<file path="src/sv/hls_pkg.sv">
// hls_pkg: shared constants, function codes and the logistic table helpers
// for the hashed logistic scorer. No dependencies.
`timescale 1ns / 1ps
`default_nettype none

package hls_pkg;

	// weight store geometry
	localparam int TABLE_DEPTH = 65536;
	localparam int ADDR_W      = $clog2(TABLE_DEPTH);
	localparam int SIZE_W      = ADDR_W + 1;

	// item fields
	localparam int FUNC_W   = 2;
	localparam int HASH_W   = 64;
	localparam int INDEX_W  = 16;
	localparam int WEIGHT_W = 24;
	localparam int CFG_W    = 17;
	localparam int PROB_W   = 16;

	// accumulator, Q15.16
	localparam int SUM_W = 32;

	// logistic table, entry k stands for x = -16 + k/256
	localparam int LOGI_ENTRIES = 8192;
	localparam int LOGI_HALF    = 4096;
	localparam int LOGI_AW      = $clog2(LOGI_ENTRIES);
	localparam int LOGI_SHIFT   = 8;

	// reset value of the table size register
	localparam logic [CFG_W-1:0] CFG_RESET = CFG_W'(65536);

	// function codes
	localparam logic [FUNC_W-1:0] FUNC_LOAD   = 2'd0;
	localparam logic [FUNC_W-1:0] FUNC_ADD    = 2'd1;
	localparam logic [FUNC_W-1:0] FUNC_FINISH = 2'd2;

	localparam logic [63:0] ONE_Q60 = 64'h1000_0000_0000_0000;

	// shift-subtract quotient, table fill use only
	function automatic logic [63:0] div_u64(input logic [63:0] num, input logic [63:0] den);
		logic [64:0] r;
		logic [63:0] q;
		r = '0;
		q = '0;
		for (int i = 63; i >= 0; i--) begin
			r = {r[63:0], num[i]};
			q = {q[62:0], 1'b0};
			if (r >= {1'b0, den}) begin
				r = r - {1'b0, den};
				q[0] = 1'b1;
			end
		end
		return q;
	endfunction

	// (a * b) >> 60
	function automatic logic [63:0] mul_q60(input logic [63:0] a, input logic [63:0] b);
		logic [127:0] prod;
		prod = {64'd0, a} * {64'd0, b};
		return prod[123:60];
	endfunction

	// round(65536 * num / den), capped at 65535
	function automatic logic [PROB_W-1:0] ratio_q16(input logic [63:0] num,
			input logic [63:0] den);
		logic [63:0] r;
		logic [PROB_W:0] q;
		r = num;
		q = '0;
		if (r >= den) begin
			return {PROB_W{1'b1}};
		end
		for (int i = 0; i < PROB_W; i++) begin
			r = r << 1;
			q = {q[PROB_W-1:0], 1'b0};
			if (r >= den) begin
				r = r - den;
				q[0] = 1'b1;
			end
		end
		if (r >= den - r) begin
			q = q + 1'b1;
		end
		if (q[PROB_W]) begin
			return {PROB_W{1'b1}};
		end
		return q[PROB_W-1:0];
	endfunction

	// e^(-1/256) in Q60 by Taylor series, truncated terms
	function automatic logic [63:0] exp_step();
		logic [63:0] step;
		logic [63:0] term;
		logic [63:0] n;
		logic sub;
		step = ONE_Q60;
		term = ONE_Q60;
		n    = 64'd1;
		sub  = 1'b1;
		for (int i = 0; i < 64; i++) begin
			if (term != 64'd0) begin
				term = div_u64(term >> 8, n);
				step = sub ? step - term : step + term;
				sub  = !sub;
				n    = n + 64'd1;
			end
		end
		return step;
	endfunction

endpackage

`default_nettype wire

</file>
<file path="src/sv/hls_mod_unit.sv">
// hls_mod_unit: bit-serial remainder of a 64-bit hash by the table size,
// one restoring step per cycle. Depends on hls_pkg.
`timescale 1ns / 1ps
`default_nettype none

module hls_mod_unit (
	input  wire logic                          clk,
	input  wire logic                          arst_n,
	input  wire logic                          go,
	input  wire logic [hls_pkg::HASH_W-1:0]    dividend,
	input  wire logic [hls_pkg::SIZE_W-1:0]    divisor,
	output logic                               done,
	output logic [hls_pkg::SIZE_W-1:0]         residue
);

	localparam int CNT_W = $clog2(hls_pkg::HASH_W);

	logic [hls_pkg::HASH_W-1:0] dvd_q;
	logic [hls_pkg::SIZE_W-1:0] dsr_q;
	logic [hls_pkg::SIZE_W-1:0] rem_q;
	logic [CNT_W-1:0]           cnt_q;
	logic                       run_q;
	logic                       done_q;

	logic [hls_pkg::SIZE_W:0]   trial;
	logic [hls_pkg::SIZE_W:0]   diff;
	logic [hls_pkg::SIZE_W-1:0] rem_next;
	logic                       last;

	// one restoring step: shift in next dividend bit, subtract if it fits
	always_comb begin
		trial = {rem_q, dvd_q[hls_pkg::HASH_W-1]};
		diff  = trial - {1'b0, dsr_q};
		if (trial >= {1'b0, dsr_q}) begin
			rem_next = diff[hls_pkg::SIZE_W-1:0];
		end else begin
			rem_next = trial[hls_pkg::SIZE_W-1:0];
		end
		last = (cnt_q == CNT_W'(hls_pkg::HASH_W - 1));
	end

	// step control
	always_ff @(posedge clk or negedge arst_n) begin
		if (!arst_n) begin
			run_q  <= 1'b0;
			done_q <= 1'b0;
			cnt_q  <= '0;
		end else begin
			done_q <= 1'b0;
			if (go) begin
				run_q <= 1'b1;
				cnt_q <= '0;
			end else if (run_q) begin
				cnt_q <= cnt_q + 1'b1;
				if (last) begin
					run_q  <= 1'b0;
					done_q <= 1'b1;
				end
			end
		end
	end

	// datapath
	always_ff @(posedge clk) begin
		if (go) begin
			dvd_q <= dividend;
			dsr_q <= divisor;
			rem_q <= '0;
		end else if (run_q) begin
			dvd_q <= {dvd_q[hls_pkg::HASH_W-2:0], 1'b0};
			rem_q <= rem_next;
		end
	end

	assign done    = done_q;
	assign residue = rem_q;

endmodule

`default_nettype wire

</file>
<file path="config.mk">
export PLATFORM = sky130hd
export DESIGN_NAME = hls_mod_unit
export DESIGN_NICKNAME = d
export VERILOG_FILES = /design/src/sv/hls_pkg.sv /design/src/sv/hls_mod_unit.sv
export SDC_FILE = /design/constraint.sdc
export NUM_CORES = 1
export LEC_CHECK = 0
export ABC_AREA = 0
export BUFFER_PORTS_ARGS = -buffer_cell sky130_fd_sc_hd__buf_4
export CAP_MARGIN = 15
export CORE_MARGIN = 3
export CORE_UTILIZATION = 30
export DETAILED_ROUTE_END_ITERATION = 8
export GPL_ROUTABILITY_DRIVEN = 0
export PLACE_DENSITY = 0.48
export SYNTH_ARGS = -nofsm -noshare
export SYNTH_HDL_FRONTEND = slang
export SYNTH_SLANG_ARGS = --single-unit
</file>
<file path="constraint.sdc">
create_clock -name clk -period 2.84 [get_ports clk]
set_input_delay 0.142 -clock clk [delete_from_list [all_inputs] [get_ports clk]]
set_output_delay 0.142 -clock clk [all_outputs]
set_load 0.05 [all_outputs]
</file>
# Word level (Yosys, flattened, before mapping)
# Cells that the tools add are included.
[totals] reg_bits=106 latchBits=0 ramBits=0 mem_bits_ro=0 input_bits=84 output_inout_bits=18 memories=0
[op_classes] addsub=2 n_mul=0 div_mod_pow=0 n_lt_le_gt_ge=1 eq_ne=1 n_shift=0 muxes=11 bitwise=0 reduce_logical=1
[ops] operator="64-bit 2-to-1 mux" n=2
[ops] operator="18-bit by 17-bit >= comparator with 1-bit output" n=1
[ops] operator="17-bit 2-to-1 mux" n=1
[ops] operator="17-bit subtractor" n=1
[ops] operator="6-bit 2-to-1 mux" n=2
[ops] operator="6-bit by 1-bit adder with 6-bit output (second input constant)" n=1
[ops] operator="6-bit equality test (second input constant)" n=1
[ops] operator="1-bit 2-to-1 mux" n=6
[ops] operator="2-bit nonzero test" n=1

# Longest topological paths before layout
# Gate-level depths: netlist of the first run.
[depth] word_depth=4 depth_mapped=11 depth_no_buf=10

# Least setup slack after synthesis of the first run
# No wires, ideal clock.
[synth_path] path_kind="reg2reg" startpoint="register rem_q, in the netlist residue[8]" endpoint="register rem_q, in the netlist residue[2]" setup_ps=122 arrival_time_ps=2511 required_time_ps=2718 path_slack_ps=207 path_stages_with_launch=9 n_path_buf=1 period_less_slack_ps=2633 cell_sequence="dfxtp_1 ha_1 nand2_2 or4_1 a211o_1 o211ai_4 buf_8 nor3_1 a311o_1"
[synth_between] elab_chain_len=2
[synth_lines] item="from (decl)" line="hls_mod_unit.sv:20" rtl="logic [hls_pkg::SIZE_W-1:0] rem_q;"
[synth_lines] item="from (signal assigned)" line="hls_mod_unit.sv:71" rtl="rem_q <= rem_next;"
[synth_lines] item="18-bit by 17-bit >= comparator with 1-bit output" line="hls_mod_unit.sv:34" rtl="if (trial >= {1'b0, dsr_q}) begin"
[synth_lines] item="17-bit 2-to-1 mux" line="hls_mod_unit.sv:34"
# Every way passes these cells.
# A chain may end at the register's enable or synchronous reset.

# Worst setup path after layout of the first run
[layout_path] startpoint="register dvd_q[63] (netlist name)" endpoint="register rem_q, in the netlist residue[14]"
[layout_between] elab_chain_len=2
[layout_lines] item="from (decl)" line="hls_mod_unit.sv:18" rtl="logic [hls_pkg::HASH_W-1:0] dvd_q;"
[layout_lines] item="from (signal assigned)" line="hls_mod_unit.sv:66" rtl="dvd_q <= dividend;"
[layout_lines] item="from (signal assigned)" line="hls_mod_unit.sv:70" rtl="dvd_q <= {dvd_q[hls_pkg::HASH_W-2:0], 1'b0};"
[layout_lines] item="17-bit subtractor or 18-bit by 17-bit >= comparator with 1-bit output (tied branches)" line="hls_mod_unit.sv:33, hls_mod_unit.sv:34"
[layout_lines] item="17-bit 2-to-1 mux (*)" line="hls_mod_unit.sv:34"
# Every way passes the cells marked *; elsewhere a longest branch is shown, timed or not.

==> results of run 1 <==
## registers in the layout, summed over array words and instances, names as in the netlist
signal   flops
dvd_q       64
dsr_q       17
residue     17
cnt_q        6
done         1
run_q        1
## layer usage
layer,routed length (µm),GRT usage (%),up-vias
li1,-,-,1786
met1,5460,16.3,1731
met2,5210,18.5,92
met3,877,4.86,9
met4,165,3.86,0
met5,0,0,-
## repair_timing
item / in CTS / in global routing
setup buffers: 0 / 3
hold endpoints to repair: 25 / 0
hold buffers: 18 / 0
setup endpoints to repair: 0 / 2
gates resized for setup: 0 / 1
## cell usage after synthesis (all sizes together), types with 3 or more instances
master | count | share of area [%]
a211oi | 13 | 1.9
a21o | 9 | 1.3
a21oi | 17 | 1.6
a311o | 3 | 0.57
and2 | 3 | 0.38
and3 | 7 | 0.83
buf | 6 | 0.80
clkbuf | 14 | 0.99
dfrtp | 8 | 3.8
dfxtp | 17 | 6.4
edfxtp | 81 | 46
ha | 18 | 4.3
inv | 22 | 1.6
mux2 | 63 | 13
mux2i | 10 | 1.9
nand2 | 14 | 1.0
nand2b | 3 | 0.36
nand3 | 7 | 0.66
nand4 | 3 | 0.36
nor2 | 20 | 1.4
nor2b | 3 | 0.36
nor3 | 8 | 0.76
o211ai | 3 | 0.69
o21ai | 12 | 1.1
xnor2 | 9 | 1.5
xor2 | 7 | 1.2
## area by class of cell
| cell class | instances | area [µm²] |
|---|---|---|
| fill | 1650 | 10200 |
| sequential | 106 | 2970 |
| multi-input combinational | 260 | 2140 |
| timing repair buffer | 128 | 1020 |
| tap | 220 | 275 |
| clock buffer | 10 | 229 |
| inverter | 22 | 82.6 |
| clock inverter | 6 | 53.8 |
## stage by stage
| stage | setup slack [ns] | cell area, µm² |
|---|---|---|
| 2_1_floorplan | 0.207 | 5290 |
| 3_3_place_gp | 0.212 | 6270 |
| 3_5_place_dp | 0.105 | 6270 |
| 4_1_cts | 0.0960 | 6730 |
| 5_1_grt | 0.0811 | 6780 |
| 6_report | 0.236 | 6780 |
## logic make-up after synthesis
group,synth area share [%]
AO/OA/AOI/OAI,10.6
XOR/XNOR,2.65
adder cells (fa/ha/maj),4.64
buffers and inverters,3.36
flip-flops,56.2
multiplexers,15.3
AND/OR/NAND/NOR,7.15
## worst max-delay path, delay by kind of cell (launching register included)
family | cells | cell delay (ns)
mux | 1 | 0.09
fa+ha+maj | 2 | 0.56
buf+inv | 2 | 0.13
compound gates | 4 | 1.23
flops | 1 | 0.36
xor+xnor | 1 | 0.15
## path summary, 6_finish.rpt
| check | start | slack [ns] | depth (start not counted) | to |
|---|---|---|---|---|
| worst max-delay path | dvd_q[63]$_DFFE_PP_ | 0.24 | 10 | residue[14]$_SDFFE_PP0P_ |
| worst min-delay path | dividend[48] | 0.07 | 2 | dvd_q[48]$_DFFE_PP_ |
| worst max register to register | dvd_q[63]$_DFFE_PP_ | 0.24 | 10 | residue[14]$_SDFFE_PP0P_ |
| worst min register to register | dvd_q[39]$_DFFE_PP_ | 0.53 | 1 | dvd_q[40]$_DFFE_PP_ |
| max in group asynchronous | arst_n | 2.57 | 2 | cnt_q[5]$_DFFE_PN0P_ |
| min in group asynchronous | arst_n | 0.15 | 2 | done$_DFF_PN0_ |
## power breakdown
group | switching (W) | total (W) | internal [W]
clock network | 0.000614 | 0.00123 | 0.000616
logic | 0.00119 | 0.00208 | 0.000891
registers | 0.000147 | 0.00205 | 0.00190
==> results.yml, run 1 <==
clock_network:
  root_buffer: "clkbuf_16"
  max-clock-path-buffers: 2
  clock_latency_ns: 0.36
  path_clk_slew_ns: 0.08
  htreeDepth: 3
  cts_tree: "built"
  cts_num_sinks: 106
  cts_buffers: 9
synthesis:
  synth_edf_count: 81
  ys_seq_area_share_pct: 56.3
  synthFlopType: "edfxtp_1"
  avgSynthCellArea_um2: 13.0
  synth_seq_cells: 106
  synth_area_um2: 5290
  async_reset_ff_share_pct: 7.55
  syn_nets: 511
  synth.distinct_cells: 61
  synthCells: 408
  yosys_warnings: 0
sta:
  slew_headroom_pct: 43.3
  finalCritPeriodShare_pct: 91.7
  rsz0062_at_grt: "false"
  finalSetupTns_ns: 0
  worst_pin_slew_ns: 0.850
  max_freq_ghz: 0.384
  hold_violations: 0
  slew_violations: 0
  hold_ws_ns: 0.0672
  setup_viol: 0
  period_needed_ns: 2.60
  skew_ns: 0.0132
power_and_ir_drop:
  leakage_nw: 2.78
  ir_drop_mv: 0.488
  total_power_w: 0.00535
  power.density_nw_per_um2: 790
finish:
  layout_commonest_cell: "buf_4"
  antennaDiodeCount: 0
  area_growth_pct: 28.2
  fin_util_pct: 40.0
  nets: 630
  instances_no_fill: 752
  final_cell_mix: "buf_4, edfxtp_1, mux2_1"
  drive_gt1_share_pct: 30.8
global_route:
  antenna_found_initial: 0
  grt.overflow.total: 0
  grt_pass1_wl_um: 19100
  track_usage_pct: 12.3
  grt_max_degree: 66
  grt_pass1_vias: 3603
setup_path:
  crit_chain: "inv_1, ha_1, inv_1, fa_1, a21o_1, a221o_1, a221oi_2, xnor2_1, mux2i_1, a211oi_1"
  crit_arrival_ns: 2.88
  slowest_delay_ns: 0.44
  crit_top_cell: "inv_1"
  critPathLaunchType: "flop"
  cp_max_fo: 6
  cp.required_ns: 3.12
  slowest_stage: "a221o_1"
  crit_type: "reg -> reg"
  cp-end-kind: "flop"
drt:
  vias_per_cell: 4.81
  num_vias: 3618
  remaining_drc_errors: 0
  wirelength_um: 11700
  ant_nets: 0
  firstDrtPassIters: 4
  routedWlPerCell_um: 15.6
  drt_iter0_drc: 268
floorplanning:
  fp.coreArea_um2: 16900
  dieWidth_um: 139
  boundaryPins: 102
  die_h_um: 139
  dieArea_um2: 19200
  rows: 47
  start_util_pct: 31.2
flow_run:
  cap_viol_max_count: 0
hold_path:
  hold_path_class: "in -> reg"
placement:
  hpwl_um: 8200
  dp_cells: 715
  numPortBuffers: 101
run_status:
  outcome: "completed"
(Power assumes the default switching activity.)
==> inputs of run 2 (changes only) <==
RECOVER_POWER = 25   (was not set)
==> run 2 against run 1 <==
  * First-iteration DRC count is 7.1% higher
  * Combinational power hardly changed
  * Die area stayed put
  * Register-to-register slack worse by 0.03 ns
  * Setup slack worse by 0.029 ns
  * Count of clock-buffer cells in the layout stayed put
  * Fmax is 1.1% lower
  * Cell count stayed put
  * Sequential share of layout area is 0.13 points higher
  * Non-clock buffer count stayed put
  * Critical endpoint is now residue[10]$_SDFFE_PP0P_
  * Largest cell class unchanged
==> results.yml, run 2 (synthesized netlist as in run 1, its figures left out) <==
setup_path:
  crit_type: "reg -> reg"
  crit_chain: "inv_1, ha_1, inv_1, fa_1, a21o_1, a221o_1, and4_1, a211oi_2, mux2i_1, a211oi_1"
  crit_arrival_ns: 2.88
  crit_top_cell: "inv_1"
  slowest_delay_ns: 0.44
  rr_startpoint: "dvd_q[63]$_DFFE_PP_"
  cp_num_buf_inv: 2
  critPathLaunchType: "flop"
  slowest_stage: "a221o_1"
  cp-end-kind: "flop"
  rrSetupSlack_ns: 0.21
  cp.required_ns: 3.09
  cp_max_fo: 6
  cp_top_family: "compound AO/OA/AOI/OAI gates"
  cp-startpoint: "dvd_q[63]$_DFFE_PP_"
sta:
  rsz0062_at_grt: "false"
  hold_ws_ns: 0.0676
  slew_violations: 0
  slew_headroom_pct: 15.3
  hold_violations: 0
  setup_viol: 0
  worst_pin_slew_ns: 1.27
  finalSetupTns_ns: 0
  finalCritPeriodShare_pct: 92.7
  skew_ns: 0.0117
  period_needed_ns: 2.63
  max_freq_ghz: 0.380
clock_network:
  clock_latency_ns: 0.35
  cts_tree: "built"
  cts_num_sinks: 106
  cts_buffers: 9
  root_buffer: "clkbuf_16"
  path_clk_slew_ns: 0.08
  max-clock-path-buffers: 2
  htreeDepth: 3
global_route:
  grt_pass1_vias: 3603
  grt_pass1_wl_um: 19100
  antenna_found_initial: 0
  grt.overflow.total: 0
  grt_max_degree: 66
  track_usage_pct: 12.3
finish:
  nets: 630
  top_register: "dvd_q"
  final_cell_mix: "buf_4, edfxtp_1, mux2_1"
  instances_no_fill: 752
  antennaDiodeCount: 0
  area_growth_pct: 27.8
  layout_commonest_cell: "buf_4"
  stdcell_area_um2: 6760
  drive_gt1_share_pct: 30.1
  largest_reg_flops: 64
drt:
  wirelength_um: 11700
  ant_nets: 0
  num_vias: 3632
  remaining_drc_errors: 0
  routedWlPerCell_um: 15.5
  firstDrtPassIters: 4
  drt_iter0_drc: 287
  vias_per_cell: 4.83
flow_run:
  cap_viol_max_count: 0
power_and_ir_drop:
  ir_drop_mv: 0.488
  leakage_nw: 2.76
  power.density_nw_per_um2: 792
  total_power_w: 0.00535
hold_path:
  hold_path_class: "in -> reg"
  hold_start: "dividend[48]"
floorplanning:
  die_h_um: 139
  dieWidth_um: 139
  rows: 47
  fp.coreArea_um2: 16900
  boundaryPins: 102
  start_util_pct: 31.2
  dieArea_um2: 19200
placement:
  numPortBuffers: 101
  hpwl_um: 8200
  dp_cells: 715
  placed_area_um2: 6270
run_status:
  outcome: "completed"
run 2: changes by cell type in the layout (fill, tap and decap cells not counted), sizes merged:
cell,before,now
buf,110,88
clkbuf,10,32
run 2: path summary, 6_finish.rpt:
check / end / cells after the start
worst max-delay path: residue[10]$_SDFFE_PP0P_ / 10
worst min-delay path: dvd_q[48]$_DFFE_PP_ / 2
worst max register to register: residue[10]$_SDFFE_PP0P_ / 10
worst min register to register: dvd_q[40]$_DFFE_PP_ / 1
max in group asynchronous: cnt_q[5]$_DFFE_PN0P_ / 2
min in group asynchronous: done$_DFF_PN0_ / 2
run 2: layout make-up:
| type | instances | area, µm² |
|---|---|---|
| clock inverters | 6 | 53.8 |
| well taps | 220 | 275 |
| inverters | 22 | 82.6 |
| repair buffers | 128 | 998 |
| flip-flops and latches | 106 | 2970 |
| multi-input cells | 260 | 2140 |
| clock buffers | 10 | 229 |
| fillers | 1650 | 10200 |
run 2: stage by stage:
step	utilization (%)	setup slack [ns]
after floorplan	-	0.207
after global placement	37.0	0.212
after detailed placement	37.0	0.105
after CTS	39.8	0.0960
after global routing	39.9	0.0599
final	39.9	0.207
run 2: timing repair:
action                     CTS  global route
setup endpoints to repair    0             2
gates resized for setup      0             1
setup buffers                0             3
hold buffers                18             0
hold endpoints to repair    25             0
run 2: layer usage:
metal	global-route usage [%]	up-vias	wire (µm)
li1	-	1788	-
met1	16.3	1736	5360
met2	18.5	99	5200
met3	4.86	9	973
met4	3.86	0	165
met5	0	-	0
run 2: power by group:
part | internal [W] | switching, W
sequential | 0.00190 | 0.000148
combinational | 0.000889 | 0.00119
clock | 0.000615 | 0.000611
==> inputs of run 3 (changes only) <==
SETUP_SLACK_MARGIN = 0.4   (was not set)
==> run 3 against run 2 <==
  * Via count fell by 1.0%
  * Largest cell class unchanged
  * Fmax grew 5.6%
  * Non-clock buffer count is 3 higher
  * Sequential share of layout area down 0.93 points
  * The flow now finishes with violations (capacitance limit, slew limit)
  * Setup slack better by 0.14 ns
==> results.yml, run 3 (synthesized netlist as in run 1, its figures left out) <==
setup_path:
  rrSetupSlack_ns: 0.35
  critPathCapture: "residue[12]$_SDFFE_PP0P_"
  crit_arrival_ns: 2.66
  rr_startpoint: "dvd_q[63]$_DFFE_PP_"
  cp_max_fo: 6
  r2r_cells: 10
  crit_type: "reg -> reg"
  cp-end-kind: "flop"
  critPathLaunchType: "flop"
  r2r_end: "residue[12]$_SDFFE_PP0P_"
  cp-startpoint: "dvd_q[63]$_DFFE_PP_"
  cp.required_ns: 3.01
floorplanning:
  die_h_um: 139
  dieWidth_um: 139
  boundaryPins: 102
  dieArea_um2: 19200
  rows: 47
  start_util_pct: 31.2
  fp.coreArea_um2: 16900
sta:
  skew_ns: 0.0121
  slew_headroom_pct: -11.9
  worst_pin_slew_ns: 1.68
  rsz0062_at_grt: "true"
  setup_viol: 0
  finalSetupTns_ns: 0
  period_needed_ns: 2.49
  finalCritPeriodShare_pct: 87.8
  hold_ws_ns: 0.0655
  max_freq_ghz: 0.401
  slew_violations: 32
  hold_violations: 0
global_route:
  grt.overflow.total: 0
  grt_max_degree: 39
  grt_pass1_vias: 3603
  grt_pass1_wl_um: 19000
  track_usage_pct: 12.2
  antenna_found_initial: 0
clock_network:
  max-clock-path-buffers: 2
  cts_num_sinks: 106
  htreeDepth: 3
  root_buffer: "clkbuf_16"
  path_clk_slew_ns: 0.08
  cts_buffers: 9
  clock_latency_ns: 0.36
  cts_tree: "built"
drt:
  top_layer_used: "met4"
  routedWlPerCell_um: 15.6
  wirelength_um: 11800
  drt_iter0_drc: 159
  firstDrtPassIters: 4
  ant_nets: 0
  vias_per_cell: 4.76
  remaining_drc_errors: 0
  num_vias: 3595
  met1_length_um: 5520
  wl_met3_um: 773
  met2_length_um: 5330
finish:
  largest_reg_flops: 64
  area_growth_pct: 31.3
  final_cell_mix: "buf_4, edfxtp_1, mux2_1"
  nets: 633
  top_register: "dvd_q"
  drive_gt1_share_pct: 35.0
  layout_commonest_cell: "buf_4"
  antennaDiodeCount: 0
hold_path:
  hold_path_class: "in -> reg"
run_status:
  outcome: "complete, but fails checks"
  violations: "capacitance limit, slew limit"
power_and_ir_drop:
  power.density_nw_per_um2: 794
  leakage_nw: 2.75
  ir_drop_mv: 0.411
placement:
  hpwl_um: 8130
  numPortBuffers: 101
flow_run:
  cap_viol_max_count: 1
==> run 3: cell count changes in the layout (fill, tap and decap cells not counted), sizes merged <==
cell | before | now
clkbuf | 32 | 37
clkinv | 0 | 3
inv | 27 | 24
buf | 88 | 86
==> run 3: worst max-delay path, cell delays in order, from the launching register on <==
cell	delay (ns)
edfxtp_1	0.38
inv_2	0.09
ha_4	0.13
inv_2	0.03
fa_2	0.36
a21o_1	0.19
a221o_2	0.45
a221oi_1	0.31
or2_1	0.14
a2111o_1	0.14
o311ai_1	0.09
==> run 3: final cells by class <==
class	instances	area, µm²
well taps	220	275
inverters	22	82.6
fillers	1650	9990
multi-input cells	260	2300
clock inverters	6	50.0
repair buffers	131	1010
clock buffers	10	229
flip-flops and latches	106	2990
==> run 3: how the worst min path moves through the flow <==
stage,cells past startpoint,slack [ns],end,from
after floorplan,0,-0.15,cnt_q[0]$_DFFE_PN0P_,arst_n
after global placement,1,-0.03,done$_DFF_PN0_,arst_n
after detailed placement,1,-0.03,done$_DFF_PN0_,arst_n
after CTS,2,0.05,dvd_q[44]$_DFFE_PP_,dividend[44]
after global routing,2,0.05,dvd_q[46]$_DFFE_PP_,dividend[46]
final,2,0.07,dvd_q[44]$_DFFE_PP_,dividend[44]
==> run 3: per-stage QoR <==
stage / util, % / cells / power, W / cell area (µm²) / setup slack [ns]
after floorplan: - / 408 / 0.00357 / 5340 / 0.400
after global placement: 37.3 / 715 / 0.00410 / 6320 / 0.294
after detailed placement: 37.3 / 715 / 0.00410 / 6320 / 0.203
after CTS: 40.5 / 754 / 0.00549 / 6850 / 0.396
after global routing: 41.0 / 755 / 0.00586 / 6940 / 0.209
final: 41.0 / 755 / 0.00551 / 6940 / 0.346
==> run 3: repair_timing <==
| action | in CTS | in global routing |
|---|---|---|
| hold buffers | 18 | 0 |
| endpoints found under the setup margin | 16 | 15 |
| pin swaps | 5 | 13 |
| resized for setup | 6 | 21 |
| buffers inserted | 5 | 1 |
| endpoints found under the hold margin | 25 | 0 |
==> run 3: power breakdown <==
group	internal [W]	switching (W)
registers	0.00192	0.000178
logic	0.000988	0.00122
clock network	0.000607	0.000602
total	0.00351	0.00200
==> run 3: metal layers <==
layer	vias to the layer above	global-route usage (%)
li1	1790	-
met1	1718	16.3
met2	81	18.3
met3	6	5.17
met4	0	3.40
met5	-	0
